**src/hw/rtl/bba_pkg.sv**
```systemverilog
`default_nettype none
package bba_pkg;

    localparam int DEF_MAX_ORDER   = 8;
    localparam int DEF_BLOCK_BYTES = 64;

    localparam logic [1:0] ST_UNUSED = 2'd0;
    localparam logic [1:0] ST_FREE   = 2'd1;
    localparam logic [1:0] ST_ALLOC  = 2'd2;
    localparam logic [1:0] ST_SPLIT  = 2'd3;

    localparam logic [1:0] STS_OK        = 2'd0;
    localparam logic [1:0] STS_TOO_LARGE = 2'd1;
    localparam logic [1:0] STS_NO_SPACE  = 2'd2;
    localparam logic [1:0] STS_NOT_FOUND = 2'd3;

    localparam logic CMD_ALLOC = 1'b0;
    localparam logic CMD_FREE  = 1'b1;

    typedef struct packed {
        logic        command;
        logic [15:0] request_size;
        logic [13:0] free_offset;
    } t_in_word;

    typedef struct packed {
        logic [13:0] block_offset;
        logic [3:0]  block_order;
        logic [1:0]  status;
    } t_out_word;

endpackage
`default_nettype wire

```
**src/hw/rtl/bba_div.sv**
```systemverilog
`default_nettype none
module bba_div #(
    parameter int DIVISOR = 64
) (
    input  wire logic        i_clk,
    input  wire logic        i_rst_n,
    input  wire logic        i_start,
    input  wire logic [15:0] i_num,
    output logic             o_done,
    output logic [15:0]      o_quot,
    output logic             o_rem_nz
);
    localparam int NW = 16;
    localparam int LW = $clog2(DIVISOR);
    localparam int SH = NW + LW;
    localparam int MW = NW + 1;
    localparam int DW = LW + 1;
    localparam int PW = SH + NW;
    localparam int BW = NW + DW;
    localparam longint unsigned MUL = ((64'd1 << SH) / 64'(DIVISOR)) + 64'd1;
    localparam logic [MW-1:0] MUL_C = MW'(MUL);
    localparam logic [DW-1:0] DIV_C = DW'(DIVISOR);

    logic [NW-1:0] r_num;
    logic [NW-1:0] r_quot;
    logic          r_rem_nz;
    logic          r_v1;
    logic          r_v2;
    logic          r_done;
    logic [PW-1:0] prod;
    logic [BW-1:0] back;

    // quotient by reciprocal multiply, exact for all 16-bit numerators
    always_comb begin
        prod = PW'(r_num) * PW'(MUL_C);
        back = BW'(r_quot) * BW'(DIV_C);
    end

    always_ff @(posedge i_clk) begin
        if (!i_rst_n) begin
            r_v1   <= 1'b0;
            r_v2   <= 1'b0;
            r_done <= 1'b0;
        end else begin
            r_v1   <= i_start;
            r_v2   <= r_v1;
            r_done <= r_v2;
            if (i_start) begin
                r_num <= i_num;
            end
            if (r_v1) begin
                r_quot <= prod[SH +: NW];
            end
            if (r_v2) begin
                r_rem_nz <= (back != BW'(r_num));
            end
        end
    end

    assign o_done   = r_done;
    assign o_quot   = r_quot;
    assign o_rem_nz = r_rem_nz;
endmodule
`default_nettype wire

```
**src/hw/rtl/bba_mem.sv**
```systemverilog
`default_nettype none
module bba_mem #(
    parameter int AW = 9
) (
    input  wire logic          i_clk,
    input  wire logic          i_rst_n,
    input  wire logic          i_we,
    input  wire logic [AW-1:0] i_waddr,
    input  wire logic [1:0]    i_wdata,
    input  wire logic [AW-1:0] i_raddr,
    output logic [1:0]         o_rdata,
    output logic               o_ready
);
    import bba_pkg::*;

    localparam int DEPTH = (1 << AW) - 1;

    logic [1:0]    mem [DEPTH];
    logic [AW-1:0] r_clr;
    logic          r_clearing;
    logic [1:0]    r_rdata;

    // clearing sweep after reset
    always_ff @(posedge i_clk) begin
        if (!i_rst_n) begin
            r_clearing <= 1'b1;
            r_clr      <= '0;
        end else if (r_clearing) begin
            r_clr <= r_clr + AW'(1);
            if (r_clr == AW'(DEPTH - 1)) begin
                r_clearing <= 1'b0;
            end
        end
    end

    always_ff @(posedge i_clk) begin
        if (r_clearing) begin
            mem[r_clr] <= (r_clr == '0) ? ST_FREE : ST_UNUSED;
        end else if (i_we) begin
            mem[i_waddr] <= i_wdata;
        end
        r_rdata <= mem[i_raddr];
    end

    assign o_rdata = r_rdata;
    assign o_ready = !r_clearing;
endmodule
`default_nettype wire

```
**src/hw/rtl/buddy_block_allocator_top.sv**
```systemverilog
// Buddy allocator over 2^(MAX_ORDER+1)-1 node states held in one synchronous memory.
// One request is handled at a time. After reset the memory is swept before the first
// word is taken. Every request first passes a divide by BLOCK_BYTES done by reciprocal
// multiplication; an allocate then reads nodes one by one from the requested level up to
// the root level, and splitting marks a node split and its two children free, level by
// level; a free probes up to MAX_ORDER+1 nodes, and merging reads both buddies, marks
// them unused and frees the parent, level by level. A result waits in an output register
// while the next request proceeds.
`default_nettype none
module buddy_block_allocator_top #(
    parameter int MAX_ORDER   = bba_pkg::DEF_MAX_ORDER,
    parameter int BLOCK_BYTES = bba_pkg::DEF_BLOCK_BYTES
) (
    input  wire logic               i_clk,
    input  wire logic               i_rst_n,
    input  wire logic               i_in_valid,
    output logic                    o_in_stall,
    input  wire bba_pkg::t_in_word  i_in_word,
    output logic                    o_out_valid,
    input  wire logic               i_out_stall,
    output bba_pkg::t_out_word      o_out_word
);
    import bba_pkg::*;

    localparam int AW = MAX_ORDER + 1;
    localparam int IW = MAX_ORDER + 1;
    localparam int BW = MAX_ORDER;
    localparam int PW = BW + 13;
    localparam int unsigned HEAP = int'(BLOCK_BYTES) << MAX_ORDER;

    localparam logic [4:0] S_IDLE = 5'd0;
    localparam logic [4:0] S_DIV  = 5'd1;
    localparam logic [4:0] S_PREP = 5'd2;
    localparam logic [4:0] S_ARD  = 5'd3;
    localparam logic [4:0] S_ACHK = 5'd4;
    localparam logic [4:0] S_SPLC = 5'd5;
    localparam logic [4:0] S_SPL0 = 5'd6;
    localparam logic [4:0] S_SPL1 = 5'd7;
    localparam logic [4:0] S_SPL2 = 5'd8;
    localparam logic [4:0] S_ALOC = 5'd9;
    localparam logic [4:0] S_FRD  = 5'd10;
    localparam logic [4:0] S_FCHK = 5'd11;
    localparam logic [4:0] S_MRL  = 5'd12;
    localparam logic [4:0] S_MRR  = 5'd13;
    localparam logic [4:0] S_MCHK = 5'd14;
    localparam logic [4:0] S_MW1  = 5'd15;
    localparam logic [4:0] S_MW2  = 5'd16;
    localparam logic [4:0] S_MW3  = 5'd17;
    localparam logic [4:0] S_FIN  = 5'd18;

    function automatic logic [AW-1:0] level_first(input logic [3:0] ord);
        return (AW'(1) << (MAX_ORDER - int'(ord))) - AW'(1);
    endfunction

    logic [4:0]    r_state;
    logic          r_cmd;
    logic [15:0]   r_size;
    logic [13:0]   r_off;
    logic [15:0]   r_q;
    logic          r_rem_nz;
    logic [3:0]    r_req;
    logic [3:0]    r_ord;
    logic [IW-1:0] r_j;
    logic          r_found;
    logic [BW-1:0] r_bidx;
    logic [AW-1:0] r_bnode;
    logic [3:0]    r_bord;
    logic [AW-1:0] r_node;
    logic          r_lfree;
    t_out_word     r_res;
    t_out_word     r_out;
    logic          r_ovalid;

    logic          div_start;
    logic          div_done;
    logic [15:0]   div_quot;
    logic          div_rem_nz;
    logic          mem_we;
    logic [AW-1:0] mem_waddr;
    logic [1:0]    mem_wdata;
    logic [AW-1:0] mem_raddr;
    logic [1:0]    mem_rdata;
    logic          mem_ready;

    logic          in_acc;
    logic [16:0]   blocks;
    logic [3:0]    req_c;
    logic [AW-1:0] a_addr;
    logic [IW-1:0] a_count;
    logic [BW-1:0] a_cand;
    logic          a_free;
    logic          a_take;
    logic          a_last;
    logic [AW-1:0] f_addr;
    logic          f_bad;
    logic [AW-1:0] s_left;
    logic [AW-1:0] m_parent;
    logic [AW-1:0] m_left;
    logic [PW-1:0] prod;

    assign in_acc     = i_in_valid && !o_in_stall;
    assign o_in_stall = !(r_state == S_IDLE && mem_ready);
    assign div_start  = in_acc;

    always_comb begin
        blocks = {1'b0, r_q} + 17'(r_rem_nz);
        req_c  = 4'(MAX_ORDER);
        for (int o = MAX_ORDER - 1; o >= 0; o--) begin
            if ((17'd1 << o) >= blocks) begin
                req_c = 4'(o);
            end
        end
        a_addr   = level_first(r_ord) + AW'(r_j);
        a_count  = IW'(1) << (MAX_ORDER - int'(r_ord));
        a_cand   = BW'(r_j << r_ord);
        a_free   = (mem_rdata == ST_FREE);
        a_take   = a_free && (!r_found || a_cand < r_bidx);
        a_last   = (r_j + IW'(1) == a_count);
        f_addr   = level_first(r_ord) + AW'(r_q >> r_ord);
        f_bad    = (r_ord > 4'(MAX_ORDER))
                   || ((r_q & ((16'd1 << r_ord) - 16'd1)) != 16'd0);
        s_left   = (r_bnode << 1) + AW'(1);
        m_parent = (r_node - AW'(1)) >> 1;
        m_left   = r_node[0] ? r_node : r_node - AW'(1);
        prod     = PW'(r_bidx) * PW'(BLOCK_BYTES);
    end

    always_comb begin
        mem_we    = 1'b0;
        mem_waddr = r_bnode;
        mem_wdata = ST_UNUSED;
        mem_raddr = a_addr;
        unique case (r_state)
            S_SPL0: begin
                mem_we    = 1'b1;
                mem_wdata = ST_SPLIT;
            end
            S_SPL1: begin
                mem_we    = 1'b1;
                mem_waddr = s_left;
                mem_wdata = ST_FREE;
            end
            S_SPL2: begin
                mem_we    = 1'b1;
                mem_waddr = s_left + AW'(1);
                mem_wdata = ST_FREE;
            end
            S_ALOC: begin
                mem_we    = 1'b1;
                mem_wdata = ST_ALLOC;
            end
            S_FRD: begin
                mem_raddr = f_addr;
            end
            S_FCHK: begin
                mem_we    = (mem_rdata == ST_ALLOC);
                mem_waddr = r_node;
                mem_wdata = ST_FREE;
            end
            S_MRL: begin
                mem_raddr = m_left;
            end
            S_MRR: begin
                mem_raddr = m_left + AW'(1);
            end
            S_MW1: begin
                mem_we    = 1'b1;
                mem_waddr = m_left;
            end
            S_MW2: begin
                mem_we    = 1'b1;
                mem_waddr = m_left + AW'(1);
            end
            S_MW3: begin
                mem_we    = 1'b1;
                mem_waddr = m_parent;
                mem_wdata = ST_FREE;
            end
            default: begin
                mem_we = 1'b0;
            end
        endcase
    end

    always_ff @(posedge i_clk) begin
        if (!i_rst_n) begin
            r_state  <= S_IDLE;
            r_ovalid <= 1'b0;
        end else begin
            if (r_ovalid && !i_out_stall && r_state != S_FIN) begin
                r_ovalid <= 1'b0;
            end
            unique case (r_state)
                S_IDLE: begin
                    if (in_acc) begin
                        r_cmd   <= i_in_word.command;
                        r_size  <= i_in_word.request_size;
                        r_off   <= i_in_word.free_offset;
                        r_state <= S_DIV;
                    end
                end
                S_DIV: begin
                    if (div_done) begin
                        r_q      <= div_quot;
                        r_rem_nz <= div_rem_nz;
                        r_state  <= S_PREP;
                    end
                end
                S_PREP: begin
                    r_found <= 1'b0;
                    r_j     <= '0;
                    if (r_cmd == CMD_ALLOC) begin
                        if (32'(r_size) > HEAP) begin
                            r_res   <= '{block_offset: '0, block_order: '0,
                                         status: STS_TOO_LARGE};
                            r_state <= S_FIN;
                        end else begin
                            r_req   <= req_c;
                            r_ord   <= req_c;
                            r_state <= S_ARD;
                        end
                    end else begin
                        if (32'(r_off) >= HEAP || r_rem_nz) begin
                            r_res   <= '{block_offset: '0, block_order: '0,
                                         status: STS_NOT_FOUND};
                            r_state <= S_FIN;
                        end else begin
                            r_ord   <= '0;
                            r_state <= S_FRD;
                        end
                    end
                end
                S_ARD: begin
                    r_state <= S_ACHK;
                end
                S_ACHK: begin
                    if (a_take) begin
                        r_found <= 1'b1;
                        r_bidx  <= a_cand;
                        r_bnode <= a_addr;
                        r_bord  <= r_ord;
                    end
                    if (a_free && r_ord == r_req) begin
                        r_state <= S_SPLC;
                    end else if (a_free || a_last) begin
                        if (r_ord == 4'(MAX_ORDER)) begin
                            if (r_found || a_take) begin
                                r_state <= S_SPLC;
                            end else begin
                                r_res   <= '{block_offset: '0, block_order: r_req,
                                             status: STS_NO_SPACE};
                                r_state <= S_FIN;
                            end
                        end else begin
                            r_ord   <= r_ord + 4'd1;
                            r_j     <= '0;
                            r_state <= S_ARD;
                        end
                    end else begin
                        r_j     <= r_j + IW'(1);
                        r_state <= S_ARD;
                    end
                end
                S_SPLC: begin
                    r_state <= (r_bord > r_req) ? S_SPL0 : S_ALOC;
                end
                S_SPL0: begin
                    r_state <= S_SPL1;
                end
                S_SPL1: begin
                    r_state <= S_SPL2;
                end
                S_SPL2: begin
                    r_bnode <= s_left;
                    r_bord  <= r_bord - 4'd1;
                    r_state <= S_SPLC;
                end
                S_ALOC: begin
                    r_res   <= '{block_offset: prod[13:0], block_order: r_req,
                                 status: STS_OK};
                    r_state <= S_FIN;
                end
                S_FRD: begin
                    if (f_bad) begin
                        r_res   <= '{block_offset: '0, block_order: '0,
                                     status: STS_NOT_FOUND};
                        r_state <= S_FIN;
                    end else begin
                        r_node  <= f_addr;
                        r_state <= S_FCHK;
                    end
                end
                S_FCHK: begin
                    if (mem_rdata == ST_ALLOC) begin
                        r_res   <= '{block_offset: r_off, block_order: r_ord,
                                     status: STS_OK};
                        r_state <= (r_node == '0) ? S_FIN : S_MRL;
                    end else begin
                        r_ord   <= r_ord + 4'd1;
                        r_state <= S_FRD;
                    end
                end
                S_MRL: begin
                    r_state <= S_MRR;
                end
                S_MRR: begin
                    r_lfree <= (mem_rdata == ST_FREE);
                    r_state <= S_MCHK;
                end
                S_MCHK: begin
                    r_state <= (r_lfree && mem_rdata == ST_FREE) ? S_MW1 : S_FIN;
                end
                S_MW1: begin
                    r_state <= S_MW2;
                end
                S_MW2: begin
                    r_state <= S_MW3;
                end
                S_MW3: begin
                    r_node  <= m_parent;
                    r_state <= (m_parent == '0) ? S_FIN : S_MRL;
                end
                S_FIN: begin
                    if (!r_ovalid || !i_out_stall) begin
                        r_out    <= r_res;
                        r_ovalid <= 1'b1;
                        r_state  <= S_IDLE;
                    end
                end
                default: begin
                    r_state <= S_IDLE;
                end
            endcase
        end
    end

    bba_div #(
        .DIVISOR (BLOCK_BYTES)
    ) u_div (
        .i_clk    (i_clk),
        .i_rst_n  (i_rst_n),
        .i_start  (div_start),
        .i_num    ((i_in_word.command == CMD_ALLOC) ? i_in_word.request_size
                                                    : {2'b00, i_in_word.free_offset}),
        .o_done   (div_done),
        .o_quot   (div_quot),
        .o_rem_nz (div_rem_nz)
    );

    bba_mem #(
        .AW (AW)
    ) u_mem (
        .i_clk   (i_clk),
        .i_rst_n (i_rst_n),
        .i_we    (mem_we),
        .i_waddr (mem_waddr),
        .i_wdata (mem_wdata),
        .i_raddr (mem_raddr),
        .o_rdata (mem_rdata),
        .o_ready (mem_ready)
    );

    assign o_out_valid = r_ovalid;
    assign o_out_word  = r_out;
endmodule
`default_nettype wire

```
**config.mk**
```make
export PLATFORM = sky130hd
export DESIGN_NAME = buddy_block_allocator_top
export DESIGN_NICKNAME = d
export VERILOG_FILES = /design/src/hw/rtl/bba_pkg.sv /design/src/hw/rtl/bba_div.sv /design/src/hw/rtl/bba_mem.sv /design/src/hw/rtl/buddy_block_allocator_top.sv
export SDC_FILE = /design/constraint.sdc
export NUM_CORES = 2
export LEC_CHECK = 0
export BUFFER_PORTS_ARGS = -buffer_cell sky130_fd_sc_hd__clkbuf_2
export CORE_UTILIZATION = 25
export DETAILED_ROUTE_END_ITERATION = 6
export MAX_ROUTING_LAYER = met4
export PLACE_DENSITY_LB_ADDON = 0.3
export SLEW_MARGIN = 20
export SYNTH_ARGS = -nofsm -noshare
export SYNTH_HDL_FRONTEND = slang
export SYNTH_SLANG_ARGS = --single-unit
```
**constraint.sdc**
```tcl
create_clock -name i_clk -period 64.7 [get_ports i_clk]
set_input_delay 6.47 -clock i_clk [delete_from_list [all_inputs] [get_ports i_clk]]
set_output_delay 6.47 -clock i_clk [all_outputs]
set_load 0.03 [all_outputs]
```
# Yosys cells after proc, flatten, opt, wreduce, memory -nomap -nowiden
# Memory sizes are Yosys's and may differ from the RTL's. A register that Yosys moved wholly into a read port is not among the register bits.
# Cells that the tools add are included.
# totals
ramBits	1022
inputBits	35
mem_count	1
output_inout_bits	22
rom_bits	0
latch_bits	0
register_bits	179
# mem_list
memory	words	width	rd	rd_ports_with_merged_regs	wr	line	text
u_mem.mem	511	2	1	1	1	bba_mem.sv:18	logic [1:0] mem [DEPTH];
# op_classes
n_shift	4
n_eq_ne	44
add_sub_neg	14
n_div	0
multipliers	1
n_lt_le_gt_ge	12
bitwise_logic	3
n_reduce_logical	46
mux	75
# ops
op	count
20-bit 2-to-1 mux	9
20-bit case mux with 5 select lines	1
5-bit case mux with 19 select lines	1
5-bit 2-to-1 mux	15
4-bit 2-to-1 mux	17
9-bit 2-to-1 mux	7
9-bit case mux with 2 select lines	3
9-bit case mux with 6 select lines	1
9-bit by 1-bit adder with 9-bit output, second input constant	5
5-bit by 4-bit == test with 1-bit output, second input constant	8
16-bit by 17-bit multiplier with 33-bit output, second input constant	1
1-bit by 32-bit << shifter with 9-bit output, first input constant	1
9-bit logical NOT	3
9-bit case mux with 3 select lines	1
3-bit AND reduction	8
2-bit != test, second input constant	11
5-bit by 3-bit == test with 1-bit output, second input constant	4
9-bit adder	2
17-bit by 16-bit != test with 1-bit output	1
11-bit by 16-bit AND with 16-bit output	1
16-bit by 15-bit > comparator with 1-bit output, second input constant	1
16-bit nonzero test	1
1-bit by 4-bit << shifter with 16-bit output, first input constant	1
16-bit by 1-bit subtractor with 16-bit output, second input constant	1
other kinds (53)	95

# Depth between registers and ports, before layout
# depth
word_depth	13
depth_mapped	28

# Hierarchy
# A second synthesis with hierarchy kept.
# unflattened
hier_cells	3710
area_unflattened_um2	54188.2
# modules_own_cells
module	n_inst	seq_area_each_um2	area_each_um2	cells_per_inst
bba_mem	1	30929.7	42644.6	2532
buddy_block_allocator_top	1	4234.1	10457.5	1119
bba_div	1	870.8	1086.0	59

# Least setup slack after synthesis
# OpenSTA, ideal clock, no wires.
# synth_path
path_kind	register to register
startpoint	reg r_state[1]
endpoint	mem u_mem.mem[0][1] (data pin)
synth_period_minus_slack_ps	24894
setup_slack_ps	39806
n_path_buf	5
setup_time_ps	3984
stages_incl_launch_ff	11
t_arrival_ps	20910
required_ps	60716
cell_sequence	dfxtp_1 buf_2 buf_2 buf_2 o22ai_1 o2bb2ai_1 a21oi_1 or2_2 buf_2 buf_2 nor3_1
# synth_between
elab_chain_cells	8
elab_cells_between_ends	17
# synth_lines
item	line	text
start, declared	buddy_block_allocator_top.sv:55	logic [4:0] r_state;
start signal, assigned	buddy_block_allocator_top.sv:265	r_state <= (r_bord > r_req) ? S_SPL0 : S_ALOC;
start signal, assigned	buddy_block_allocator_top.sv:297	r_state <= (r_node == '0) ? S_FIN : S_MRL;
5-bit == test (tied with other cells)	buddy_block_allocator_top.sv:133	unique case (r_state)
7-bit OR reduction (no line)	n/a	
1-bit case mux with 2 select lines	buddy_block_allocator_top.sv:133	
1-bit 2-to-1 mux	bba_mem.sv:39	end else if (i_we) begin
1-bit 2-to-1 mux	bba_mem.sv:37	if (r_clearing) begin
1-bit 2-to-1 mux (not written as such)	bba_mem.sv:40	mem[i_waddr] <= i_wdata;
2-bit OR reduction (no line)	n/a	
2-bit 2-to-1 mux (no line) (*)	n/a	
end, declared	bba_mem.sv:18	
# Mark *: on every way between the ends. The rest lies on a longest branch, timed or not.

# Final worst setup path
# layout_path
startpoint	reg r_state[1]
endpoint	out o_in_stall
# layout_between
elab_chain_cells	3
# layout_lines
item	line	text
5-bit logical NOT	buddy_block_allocator_top.sv:102	assign o_in_stall = !(r_state == S_IDLE && mem_ready);
1-bit logical AND	buddy_block_allocator_top.sv:102	
1-bit logical NOT	buddy_block_allocator_top.sv:102	
end, declared	buddy_block_allocator_top.sv:17	output logic o_in_stall,
# Every way passes these cells.

==> results.tsv <==
metric	value	unit
status	complete, no violations	
Vias	37800	
post-DR wirelength/cell	23.2	um
Cell Int Power	1300	uW
GRT met3 Usage	2.63	%
Post-CTS Hold Fix Bufs	0	
ys async rst share	0	%
Mapped Area	54300	um^2
initial antenna violation count	1	
Port Buffers	56	
area grow syn2layout	14.0	%
post_cts resized	0	
GP Congestion	0.867	
fraction of layout cells with a size suffix above 1	9.27	%
Netlist cell types	100	
via/cell ratio	5.01	
drc violations	0	
syn_area_per_cell	11.7	um^2
num ports	57	
Setup-failing EPs final	0	
commonest non-fill, non-tap cell in the layout	edfxtp_1	
Final Instance Area	62000	um^2
Post-Route WL	175000	um
worst-skew pair later-pin latency	780	ps
post-CTS setup buffer count	0	
Max VDD drop	0.0211	mV
clock group share of total power	46.2	%
CTS max path bufs	3	
routing usage on met2	24.9	%
sequential cell area fraction in the yosys report	66.0	%
CP arrival	2450	ps
Pwr Density	26.7	nW/um^2
fmax	0.112	GHz
Seq pwr share	52.0	%
DP HPWL	101000	um
Hold Startpoint	r_res[5]	
clock sink count	1201	
number of max-cap violations	0	
part of the cycle the worst path needs	13.8	%
Hold WC Path Type	flop to flop	
Initial DRT Pass Iterations	6	
Slew Limit Fails	0	
Psw	351	uW
Fin. Hold Viols	0	
GR peak layer	met2	
Top FF cell, synth	edfxtp_1	
Core Area	215000	um^2
Sum Neg Setup Slack	0	ps
endpoint type of the worst setup path	output pin	
crit path launch type	flop	
CTS buffer count	138	
RSZ-0062 raised after global routing	false	
Initial Utilization	25.2	%
Die ar.	219000	um^2
critical path class	flop to output pin	
DP Area	57600	um^2
Crit path required time	58230	ps
nets	4684	
sw frac	21.2	%
P_leak	0.0199	uW
global-route wire length before repair	256000	um
Worst-Margin Slew	1160	ps
Critical Path Start	r_state[1]	
TritonCTS clock tree	done	
Ys Warns	0	
Final min period	8920	ps
Final ANT Viol Nets	0	
drt first-iter violations	3947	
clk root buf	clkbuf_16	
DIE HEIGHT	468	um
syn nets	4721	
GRT overflow	0	
reg2reg start	r_ord[1]	
cell row count	170	
met1 GRT Util	22.0	%
Crit Path Max Fanout	27	
number of synthesized flops with an enable pin	1180	
largest net degree at the start of global routing	202	
GRT Total Usage	16.2	%
Gate Count Post-Synth	4636	
Synth Register Bits	1201	
worst clock skew	37.6	ps
Max-slew headroom	22.9	%
vias in the first global route	36700	
Comb pwr share	1.8	%
clock transition at the registers of the reported paths	60	ps
most frequent cells in the layout	edfxtp_1 (1,180), nand2_1 (885), nor2_1 (631)	
Die Width	468	um
H-tree Lvls	4	
==> synthesized netlist by cell type, drive strengths merged, types with 32 or more instances <==
master,n,area share [%]
a21oi,114,1.1
xor2,35,0.56
inv,41,0.28
clkbuf,128,0.88
xnor2,36,0.58
a32oi,62,1.0
nor2,639,4.4
buf,197,1.9
nor3,53,0.59
and2,32,0.37
a31oi,41,0.47
mux2i,157,2.9
nand2,907,6.3
edfxtp,1180,65
nand3,335,3.1
ha,48,1.1
nand4,46,0.53
and3,46,0.53
o21ai,79,0.76
==> final timing paths <==
path / slack [ps] / cells after the start / endpoint
max: 55780 / 3 / o_in_stall
min: 420 / 0 / o_out_word[5]
max reg2reg: 56550 / 21 / u_mem.o_rdata[0]
min reg2reg: 420 / 0 / o_out_word[5]
==> power groups by stage <==
stage | clock network, uW | logic [uW] | registers, uW
2_1_floorplan | 0 | 12.5 | 889
3_3_place_gp | 0 | 30.7 | 876
3_5_place_dp | 0 | 30.7 | 876
4_1_cts | 777 | 30.8 | 860
5_1_grt | 806 | 32.2 | 859
6_report | 763 | 30.1 | 860
==> kinds of logic after synthesis <==
family / Yosys count / share of synthesized area, %
and+or+nand+nor: 2186 / 17.5
xor gates and xnor gates: 72 / 1.19
AOI/OAI and AO/OA: 579 / 7.68
adders and majority gates: 50 / 1.18
buffers and inverters: 367 / 3.05
muxes: 181 / 3.42
DFF: 1201 / 66.0
==> state kept, by name, indices dropped and copies added, names as in the netlist, 5 cells and up <==
name,flops
r_q,10
u_div.r_num,16
r_node,9
u_mem.r_clr,9
r_size,16
u_mem.mem,1022
r_bnode,9
r_off,14
o_out_word,20
r_state,5
r_j,9
u_div.o_quot,10
r_bidx,8
r_res,20
==> worst max-delay path, stage by stage (launching register included) <==
cell and delay (ps):
dfxtp_1 950, nor3_1 170, nand3_1 300, clkbuf_2 260
==> area by class of cell <==
cell class | count | area (um^2)
repair buffers | 148 | 1030
multi-input cells | 3068 | 17000
flip-flops and latches | 1201 | 35900
well taps | 2838 | 3550
fillers | 22200 | 153000
diodes | 1 | 2.50
clock buffers | 171 | 3620
inverters | 42 | 158
clock inverters | 72 | 726
==> routing by layer <==
layer / vias to the layer above / wire length, um
met4: 0 / 4150
met2: 1379 / 81000
met3: 264 / 11300
met1: 19200 / 78800
li1: 16900 / -
met5: - / 0
==> through the flow <==
stage	hold slack, ps	power, uW	setup WS (ps)	instances	utilization, %
2_1_floorplan	400	902	39810	4636	-
3_3_place_gp	403	907	56020	7296	26.8
5_1_grt	419	1700	55700	7540	28.8
4_1_cts	416	1670	55820	7540	28.8
6_report	417	1650	55780	7541	28.8
3_5_place_dp	405	907	56030	7297	26.8
Note: power is estimated with default switching activity, not from simulation.
